<file path="src/rtl/csrb_pkg.sv">
// ----------------------------------------------------------------------------
// csrb_pkg
// shared types, codes and crc/startup-image helpers for the snapshot bridge
// ----------------------------------------------------------------------------
`default_nettype none

package csrb_pkg;

  typedef enum logic [1:0] {
    OP_SERIAL = 2'd0,
    OP_WRITE  = 2'd1,
    OP_READ   = 2'd2,
    OP_FINISH = 2'd3
  } opcode_t;

  typedef enum logic [1:0] {
    STAT_NONE   = 2'd0,
    STAT_ACCEPT = 2'd1,
    STAT_REJECT = 2'd2
  } frame_status_t;

  localparam int IDX_W  = 8;
  localparam int BANK_W = 2;
  localparam logic [BANK_W-1:0] BANK_BOOT = 2'd3;

  localparam logic [15:0] CRC_INIT = 16'hFFFF;
  localparam logic [15:0] CRC_POLY = 16'h1021;

  localparam logic [7:0] MAGIC [4] = '{8'h46, 8'h4E, 8'h41, 8'h56};

  // parser to top: one assembly write and the frame verdict
  typedef struct packed {
    logic             wr_en;
    logic [IDX_W-1:0] wr_idx;
    logic [7:0]       wr_data;
    frame_status_t    status;
  } parse_out_t;

  // bus side to top
  typedef struct packed {
    logic latch;
    logic read;
    logic in_range;
    logic finish;
  } bus_out_t;

  // crc-16/ccitt-false over one byte, msb first
  function automatic logic [15:0] crc16_byte(input logic [15:0] crc, input logic [7:0] b);
    logic [15:0] c;
    c = crc ^ {b, 8'h00};
    for (int k = 0; k < 8; k++) begin
      if (c[15]) begin
        c = {c[14:0], 1'b0} ^ CRC_POLY;
      end else begin
        c = {c[14:0], 1'b0};
      end
    end
    return c;
  endfunction

  // startup image without its crc bytes
  function automatic logic [7:0] boot_raw(input int i, input int len);
    logic [7:0] r;
    r = 8'h00;
    if (i < 4) begin
      r = MAGIC[2'(i)];
    end else if (i == 4) begin
      r = 8'h01;
    end else if (i == 5) begin
      r = 8'(len);
    end else if (i >= 32 && i < 40 && i < len - 2) begin
      r = 8'hFF;
    end
    return r;
  endfunction

  // crc of the startup image, evaluated at elaboration
  function automatic logic [15:0] boot_crc(input int len);
    logic [15:0] c;
    c = CRC_INIT;
    for (int i = 0; i < len - 2; i++) begin
      c = crc16_byte(c, boot_raw(i, len));
    end
    return c;
  endfunction

  // full startup image byte
  function automatic logic [7:0] boot_byte(input logic [7:0] idx, input int len,
                                           input logic [15:0] crc);
    int i;
    logic [7:0] r;
    i = int'(idx);
    if (i == len - 2) begin
      r = crc[7:0];
    end else if (i == len - 1) begin
      r = crc[15:8];
    end else begin
      r = boot_raw(i, len);
    end
    return r;
  endfunction

endpackage

`default_nettype wire

</file>
<file path="src/rtl/crc_framed_snapshot_register_bridge.sv">
// ----------------------------------------------------------------------------
// crc_framed_snapshot_register_bridge
// serial frame receiver with crc check, snapshot publish and byte read port
// ----------------------------------------------------------------------------
// Every item (a serial byte or a bus write, read or finish event) gives exactly
// one result item, which moves from acceptance into the middle stage, which
// waits for the registered read of the snapshot ram, and from there into
// the output register. While results are taken a new
// item can be accepted every cycle; when the output stalls, one more item is
// taken into the middle stage and then the input stalls until the output
// moves. Assembled, published and latched frames live as three banks of one
// ram (3 * 2^ceil(log2 FRAME_LEN) bytes), so publishing a frame and latching
// the published one are bank-pointer swaps, not copies. After reset the
// published and latched banks point at the constant startup image, so no
// clearing pass is needed and items are accepted right away.
// expected_version sits at byte address 0 of the apb port and should only be
// written while no item is in flight.
// ----------------------------------------------------------------------------
`default_nettype none

module crc_framed_snapshot_register_bridge #(
  parameter int FRAME_LEN = 56
) (
  input  logic        clk,
  input  logic        rst,
  // apb config port
  input  logic        psel,
  input  logic        penable,
  input  logic        pwrite,
  input  logic [2:0]  paddr,
  input  logic [31:0] pwdata,
  output logic [31:0] prdata,
  output logic        pready,
  // item input
  input  logic        in_valid,
  output logic        in_ready,
  input  logic [1:0]  opcode,
  input  logic [7:0]  data_byte,
  // result output
  output logic        out_valid,
  input  logic        out_ready,
  output logic [7:0]  read_data,
  output logic [1:0]  frame_status,
  output logic [31:0] accepted_total,
  output logic [31:0] rejected_total,
  output logic [31:0] transaction_total
);

  import csrb_pkg::*;

  localparam int IW      = $clog2(FRAME_LEN);
  localparam int RamDepth = 3 * (2 ** IW);
  localparam logic [15:0] BootCrc = boot_crc(FRAME_LEN);
  localparam logic [2:0]  ADDR_EXPECTED_VERSION = 3'd0;

  // config register
  logic [7:0] expected_version;

  // handshake and decode
  opcode_t    op;
  logic       acc_in;
  logic       p_move;

  parse_out_t po;
  bus_out_t   bo;
  logic [7:0] ptr;

  // bank pointers: assembly, published, latched
  logic [BANK_W-1:0] bank_a;
  logic [BANK_W-1:0] bank_p;
  logic [BANK_W-1:0] bank_l;
  logic [BANK_W-1:0] bank_free;

  // counters
  logic [31:0] acc_cnt;
  logic [31:0] rej_cnt;
  logic [31:0] trn_cnt;

  // stage between acceptance and the output register
  logic          p_valid;
  frame_status_t p_status;
  logic          p_use_ram;
  logic [7:0]    p_rom;
  logic [7:0]    ram_rdata;
  logic          ram_re;

  frame_status_t out_status;

  assign op     = opcode_t'(opcode);
  assign p_move = p_valid && (!out_valid || out_ready);
  assign in_ready = !p_valid || p_move;
  assign acc_in = in_valid && in_ready;

  // apb: always ready, single register
  assign pready = 1'b1;
  assign prdata = (paddr == ADDR_EXPECTED_VERSION) ? {24'h0, expected_version} : 32'h0;

  always_ff @(posedge clk) begin
    if (rst) begin
      expected_version <= 8'h01;
    end else if (psel && penable && pwrite && paddr == ADDR_EXPECTED_VERSION) begin
      expected_version <= pwdata[7:0];
    end
  end

  csrb_parser #(
    .FRAME_LEN(FRAME_LEN)
  ) u_parser (
    .clk              (clk),
    .rst              (rst),
    .take             (acc_in && op == OP_SERIAL),
    .data_byte        (data_byte),
    .expected_version (expected_version),
    .po               (po)
  );

  csrb_bus #(
    .FRAME_LEN(FRAME_LEN)
  ) u_bus (
    .clk       (clk),
    .rst       (rst),
    .ev        (acc_in && op != OP_SERIAL),
    .op        (op),
    .data_byte (data_byte),
    .ptr       (ptr),
    .bo        (bo)
  );

  // next assembly bank after a publish: any ram bank that is neither the
  // new published one (old assembly) nor the latched one
  always_comb begin
    if (bank_a != 2'd0 && bank_l != 2'd0) begin
      bank_free = 2'd0;
    end else if (bank_a != 2'd1 && bank_l != 2'd1) begin
      bank_free = 2'd1;
    end else begin
      bank_free = 2'd2;
    end
  end

  // read only ram banks; the startup image comes from the constant table
  assign ram_re = bo.read && bo.in_range && bank_l != BANK_BOOT;

  csrb_ram #(
    .WIDTH (8),
    .DEPTH (RamDepth)
  ) u_ram (
    .clk   (clk),
    .we    (po.wr_en),
    .waddr ({bank_a, po.wr_idx[IW-1:0]}),
    .wdata (po.wr_data),
    .re    (ram_re),
    .raddr ({bank_l, ptr[IW-1:0]}),
    .rdata (ram_rdata)
  );

  // bank swaps and counters
  always_ff @(posedge clk) begin
    if (rst) begin
      bank_a  <= 2'd0;
      bank_p  <= BANK_BOOT;
      bank_l  <= BANK_BOOT;
      acc_cnt <= '0;
      rej_cnt <= '0;
      trn_cnt <= '0;
    end else begin
      if (po.status == STAT_ACCEPT) begin
        bank_p  <= bank_a;
        bank_a  <= bank_free;
        acc_cnt <= acc_cnt + 32'd1;
      end
      if (po.status == STAT_REJECT) begin
        rej_cnt <= rej_cnt + 32'd1;
      end
      // latch the published snapshot for the read port
      if (bo.latch) begin
        bank_l <= bank_p;
      end
      if (bo.finish) begin
        trn_cnt <= trn_cnt + 32'd1;
      end
    end
  end

  // middle stage: waits for the registered ram read; counters need no copy
  // here since nothing new is accepted while this stage holds
  always_ff @(posedge clk) begin
    if (rst) begin
      p_valid <= 1'b0;
    end else if (acc_in) begin
      p_valid <= 1'b1;
    end else if (p_move) begin
      p_valid <= 1'b0;
    end
    if (acc_in) begin
      p_status  <= po.status;
      p_use_ram <= ram_re;
      p_rom     <= (bo.read && bo.in_range && bank_l == BANK_BOOT) ?
                   boot_byte(ptr, FRAME_LEN, BootCrc) : 8'h00;
    end
  end

  // output register
  always_ff @(posedge clk) begin
    if (rst) begin
      out_valid <= 1'b0;
    end else if (p_move) begin
      out_valid <= 1'b1;
    end else if (out_ready) begin
      out_valid <= 1'b0;
    end
    if (p_move) begin
      read_data         <= p_use_ram ? ram_rdata : p_rom;
      out_status        <= p_status;
      accepted_total    <= acc_cnt;
      rejected_total    <= rej_cnt;
      transaction_total <= trn_cnt;
    end
  end

  assign frame_status = out_status;

endmodule

`default_nettype wire

</file>
<file path="src/rtl/csrb_ram.sv">
// ----------------------------------------------------------------------------
// csrb_ram
// generic single-write, single-read ram with registered read data
// ----------------------------------------------------------------------------
`default_nettype none

module csrb_ram #(
  parameter int WIDTH = 8,
  parameter int DEPTH = 192
) (
  input  logic                     clk,
  input  logic                     we,
  input  logic [$clog2(DEPTH)-1:0] waddr,
  input  logic [WIDTH-1:0]         wdata,
  input  logic                     re,
  input  logic [$clog2(DEPTH)-1:0] raddr,
  output logic [WIDTH-1:0]         rdata
);

  logic [WIDTH-1:0] mem [DEPTH];

  always_ff @(posedge clk) begin
    if (we) begin
      mem[waddr] <= wdata;
    end
    if (re) begin
      rdata <= mem[raddr];
    end
  end

endmodule

`default_nettype wire

</file>
<file path="src/rtl/csrb_parser.sv">
// ----------------------------------------------------------------------------
// csrb_parser
// serial frame sync, header check and running crc for one byte per cycle
// ----------------------------------------------------------------------------
`default_nettype none

module csrb_parser #(
  parameter int FRAME_LEN = 56
) (
  input  logic                 clk,
  input  logic                 rst,
  input  logic                 take,
  input  logic [7:0]           data_byte,
  input  logic [7:0]           expected_version,
  output csrb_pkg::parse_out_t po
);

  import csrb_pkg::*;

  localparam int IdxW = $clog2(FRAME_LEN + 1);
  localparam logic [IdxW-1:0] LastIdx = IdxW'(FRAME_LEN - 1);
  localparam logic [IdxW-1:0] CrcEnd  = IdxW'(FRAME_LEN - 2);
  localparam logic [7:0]      LenByte = 8'(FRAME_LEN);

  logic [IdxW-1:0] idx, idx_next;
  logic [15:0]     crc, crc_next;
  logic [7:0]      ver_byte;
  logic [7:0]      len_byte;
  logic [7:0]      crc_lo;
  logic            restart;

  always_comb begin
    idx_next = idx;
    crc_next = crc;
    restart  = 1'b0;
    po       = '0;
    po.status = STAT_NONE;
    if (take) begin
      if (idx < IdxW'(4)) begin
        if (data_byte == MAGIC[idx[1:0]]) begin
          po.wr_en   = 1'b1;
          po.wr_idx  = IDX_W'(idx);
          po.wr_data = data_byte;
          crc_next   = crc16_byte((idx == '0) ? CRC_INIT : crc, data_byte);
          idx_next   = idx + 1'b1;
        end else begin
          restart = 1'b1;
        end
      end else if (idx == IdxW'(5) &&
                   (ver_byte != expected_version || data_byte != LenByte)) begin
        po.status = STAT_REJECT;
        restart   = 1'b1;
      end else begin
        po.wr_en   = 1'b1;
        po.wr_idx  = IDX_W'(idx);
        po.wr_data = data_byte;
        if (idx < CrcEnd) begin
          crc_next = crc16_byte(crc, data_byte);
        end
        idx_next = idx + 1'b1;
        if (idx == LastIdx) begin
          idx_next = '0;
          crc_next = CRC_INIT;
          if (ver_byte == expected_version && len_byte == LenByte &&
              {data_byte, crc_lo} == crc) begin
            po.status = STAT_ACCEPT;
          end else begin
            po.status = STAT_REJECT;
          end
        end
      end
      // drop the partial frame, an 'F' starts a new one
      if (restart) begin
        idx_next = '0;
        crc_next = CRC_INIT;
        if (data_byte == MAGIC[0]) begin
          po.wr_en   = 1'b1;
          po.wr_idx  = '0;
          po.wr_data = data_byte;
          crc_next   = crc16_byte(CRC_INIT, data_byte);
          idx_next   = IdxW'(1);
        end
      end
    end
  end

  always_ff @(posedge clk) begin
    if (rst) begin
      idx <= '0;
      crc <= CRC_INIT;
    end else begin
      idx <= idx_next;
      crc <= crc_next;
    end
    if (take && idx == IdxW'(4)) begin
      ver_byte <= data_byte;
    end
    if (take && idx == IdxW'(5)) begin
      len_byte <= data_byte;
    end
    if (take && idx == CrcEnd) begin
      crc_lo <= data_byte;
    end
  end

endmodule

`default_nettype wire

</file>
<file path="src/rtl/csrb_bus.sv">
// ----------------------------------------------------------------------------
// csrb_bus
// register read port: byte pointer, pointer-written flag, bus events
// ----------------------------------------------------------------------------
`default_nettype none

module csrb_bus #(
  parameter int FRAME_LEN = 56
) (
  input  logic               clk,
  input  logic               rst,
  input  logic               ev,
  input  csrb_pkg::opcode_t  op,
  input  logic [7:0]         data_byte,
  output logic [7:0]         ptr,
  output csrb_pkg::bus_out_t bo
);

  import csrb_pkg::*;

  logic       pset;
  logic [7:0] ptr_next;
  logic       pset_next;

  always_comb begin
    ptr_next    = ptr;
    pset_next   = pset;
    bo          = '0;
    bo.in_range = ({1'b0, ptr} < 9'(FRAME_LEN));
    if (ev) begin
      unique case (op)
        OP_WRITE: begin
          if (!pset) begin
            ptr_next  = data_byte;
            pset_next = 1'b1;
            bo.latch  = (data_byte == 8'h00);
          end
        end
        OP_READ: begin
          bo.read  = 1'b1;
          ptr_next = ptr + 8'd1;
        end
        OP_FINISH: begin
          pset_next = 1'b0;
          bo.finish = 1'b1;
        end
        OP_SERIAL: begin
        end
        default: begin
        end
      endcase
    end
  end

  always_ff @(posedge clk) begin
    if (rst) begin
      ptr  <= '0;
      pset <= 1'b0;
    end else begin
      ptr  <= ptr_next;
      pset <= pset_next;
    end
  end

endmodule

`default_nettype wire

</file>
<file path="config.mk">
export PLATFORM = sky130hd
export DESIGN_NAME = crc_framed_snapshot_register_bridge
export DESIGN_NICKNAME = d
export VERILOG_FILES = /design/src/rtl/csrb_pkg.sv /design/src/rtl/crc_framed_snapshot_register_bridge.sv /design/src/rtl/csrb_ram.sv /design/src/rtl/csrb_parser.sv /design/src/rtl/csrb_bus.sv
export SDC_FILE = /design/constraint.sdc
export NUM_CORES = 2
export LEC_CHECK = 0
export BUFFER_PORTS_ARGS = -buffer_cell sky130_fd_sc_hd__buf_2
export CORE_ASPECT_RATIO = 0.6
export CORE_MARGIN = 1
export CORE_UTILIZATION = 62
export DETAILED_ROUTE_END_ITERATION = 7
export PLACE_DENSITY = 0.79
export SYNTH_ARGS = -nofsm -noshare
export SYNTH_HDL_FRONTEND = slang
export SYNTH_HIERARCHICAL = 1
export SYNTH_SLANG_ARGS = --single-unit
</file>
<file path="constraint.sdc">
create_clock -name clk -period 18.69 [get_ports clk]
set_input_delay 3.738 -clock clk [delete_from_list [all_inputs] [get_ports clk]]
set_output_delay 3.738 -clock clk [all_outputs]
set_load 0.01 [all_outputs]
</file>
==> out/summary.txt <==
total wire length - 177000 um
CTS Hold Bufs - 0
setup TNS - 0 ps
vias in the first global route - 37698
post-route cell area - 80100 um2
pre-CTS setup slack - 9940 ps
GRT Overall Usage - 30.0%
Worst EP arrival - 4840 ps
dpl cells - 5566
Period minus WS final - 8580 ps
# fillers - 7097
total CTS buffers - 154
Reg area - 53500 um2
# resized after CTS - 0
antenna violations before repair - 9
final slew viol count - 0
grt total ovfl - 0
average wire per standard cell - 30.2 um
Area after DPL - 74900 um2
power density cells - 100 nW/um2
syn_area_per_cell - 18.2 um2
Clock Path Buffers - 3
Worst Path Max Fanout - 9
die width - 445 um
post-route worst setup slack - 10110 ps
kind of critical path - input port to output pin
Setup Viol. Count Final - 0
Critical Path Start Type - input port
hold crit path type - register to register
outcome - completed
Clock Sink Count - 1828
mapped cell area - 73000 um2
Final #Nets - 4198
CTS tree - yes
RSZ-0062 raised after global routing - no
Hold Startpoint - acc_cnt[31]$_SDFFE_PP0N_
Period Utilization, post-route - 45.9%
pin count of the biggest net entering global routing - 105
# DRC - 0
Die Ht - 268 um
Root Driver - clkbuf_16
dpl hpwl - 105000 um
Yosys warnings - 6
Setup crit start - paddr[1]
Peak supply drop - 95.8 uV
share of layout cells above drive strength 1 - 20.3%
LEAKAGE - 21.1 nW
Worst-Margin Slew - 1430 ps
Initial DRC Count - 6059
Area growth, synth to finish - 9.85%
clock slew at reported path FFs - 60 ps
Worst R2R Start - u_bus/ptr[0]$_SDFFE_PP0P_
global placement routability congestion - 0.945
H-tree depth - 4
IO Pins - 193
Post-Synthesis Cells - 4004
Rows - 97
die area - 119000 um2
Final Hold Fails - 0
multi-input logic area - 18200 um2
core footprint - 117000 um2
Slew HR - 4.67%
Worst EP required - 14950 ps
I/O Buffers - 143
Hold WS - 426 ps
clk_skew - 33.5 ps
vias per cell - 6.81
Initial Util - 62.6%
detailed-route via count - 39852
CP Capture Type - output pin
first-pass GRT wire length - 256000 um
Post-CTS Setup Inserts - 0
Max Cap Violations - 0
first-pass iteration count of the detailed router - 7
post-route ant nets - 0
Cell Count, Final, Fillers Out - 5855
clk_lat worst skew - 800 ps
Max Fclk - 117 MHz
flip-flops by register name (all words and copies together) (netlist names), 6 cells and up:
signal,flops
acc_cnt,32
u_parser/len_byte,8
accepted_total,32
u_parser/idx,6
u_parser/crc,16
u_parser/crc_lo,8
rejected_total,32
u_ram/rdata,8
transaction_total,32
u_parser/ver_byte,8
trn_cnt,32
u_ram/mem,1536
rej_cnt,32
read_data,8
expected_version,8
u_bus/ptr,8
p_rom,8
cells in the final DEF (no fill, tap or decap), drive strengths merged, types with 26 or more instances in the layout:
cell	count
nor2	300
nand4	44
or3	26
buf	201
xnor2	63
clkbuf	195
clkinv	61
dfxtp	143
and3	31
nor2b	30
nor3	41
and2	26
o21ai	63
mux2i	141
xor2	43
or4	43
nand2	133
mux4	357
nand3	68
o221ai	32
a21oi	127
o31ai	49
edfxtp	1685
a22oi	50
metal layers:
metal | global-route usage (%) | up-vias | wire, um
met1 | 45.2 | 20330 | 69100
met3 | 8.03 | 341 | 23900
met2 | 43.3 | 2761 | 78500
met5 | 1.79 | - | 348
met4 | 8.88 | 10 | 4950
li1 | - | 16410 | -
worst paths after layout:
check,to,slack [ps],cells past startpoint
worst min-delay path,accepted_total[31]$_DFFE_PP_,430,0
worst max register to register,u_ram/rdata[3]$_DFFE_PP_,12970,9
worst min register to register,accepted_total[31]$_DFFE_PP_,430,0
worst max-delay path,prdata[7],10110,4
cell type report:
type                            instances  share of cell area [%]
Multi-Input combinational cell       1934                    22.7
Timing Repair Buffer                  201                    1.47
Tap cell                             1584                    2.47
Antenna cell                            4                  0.0125
Sequential cell                      1828                    66.7
Inverter                               19                  0.0890
Clock inverter                         90                    1.21
Clock buffer                          195                    5.32
worst max-delay path, stage by stage:
cell    delay [ps]
buf_2          100
nor3_1         620
and2_1         250
buf_2          140
where the power goes:
part | switching (mW) | total (mW) | internal, mW
sequential | 0.0141 | 4.43 | 4.41
clock | 1.46 | 3.36 | 1.90
combinational | 0.157 | 0.251 | 0.0936
per-stage QoR:
step	utilization (%)	total power, mW
final	68.7	8.04
after global routing	68.7	8.22
after CTS	68.7	8.07
after detailed placement	64.2	4.76
after global placement	64.2	4.76
after floorplan	-	4.70
Note: power is estimated with default switching activity, not from simulation.
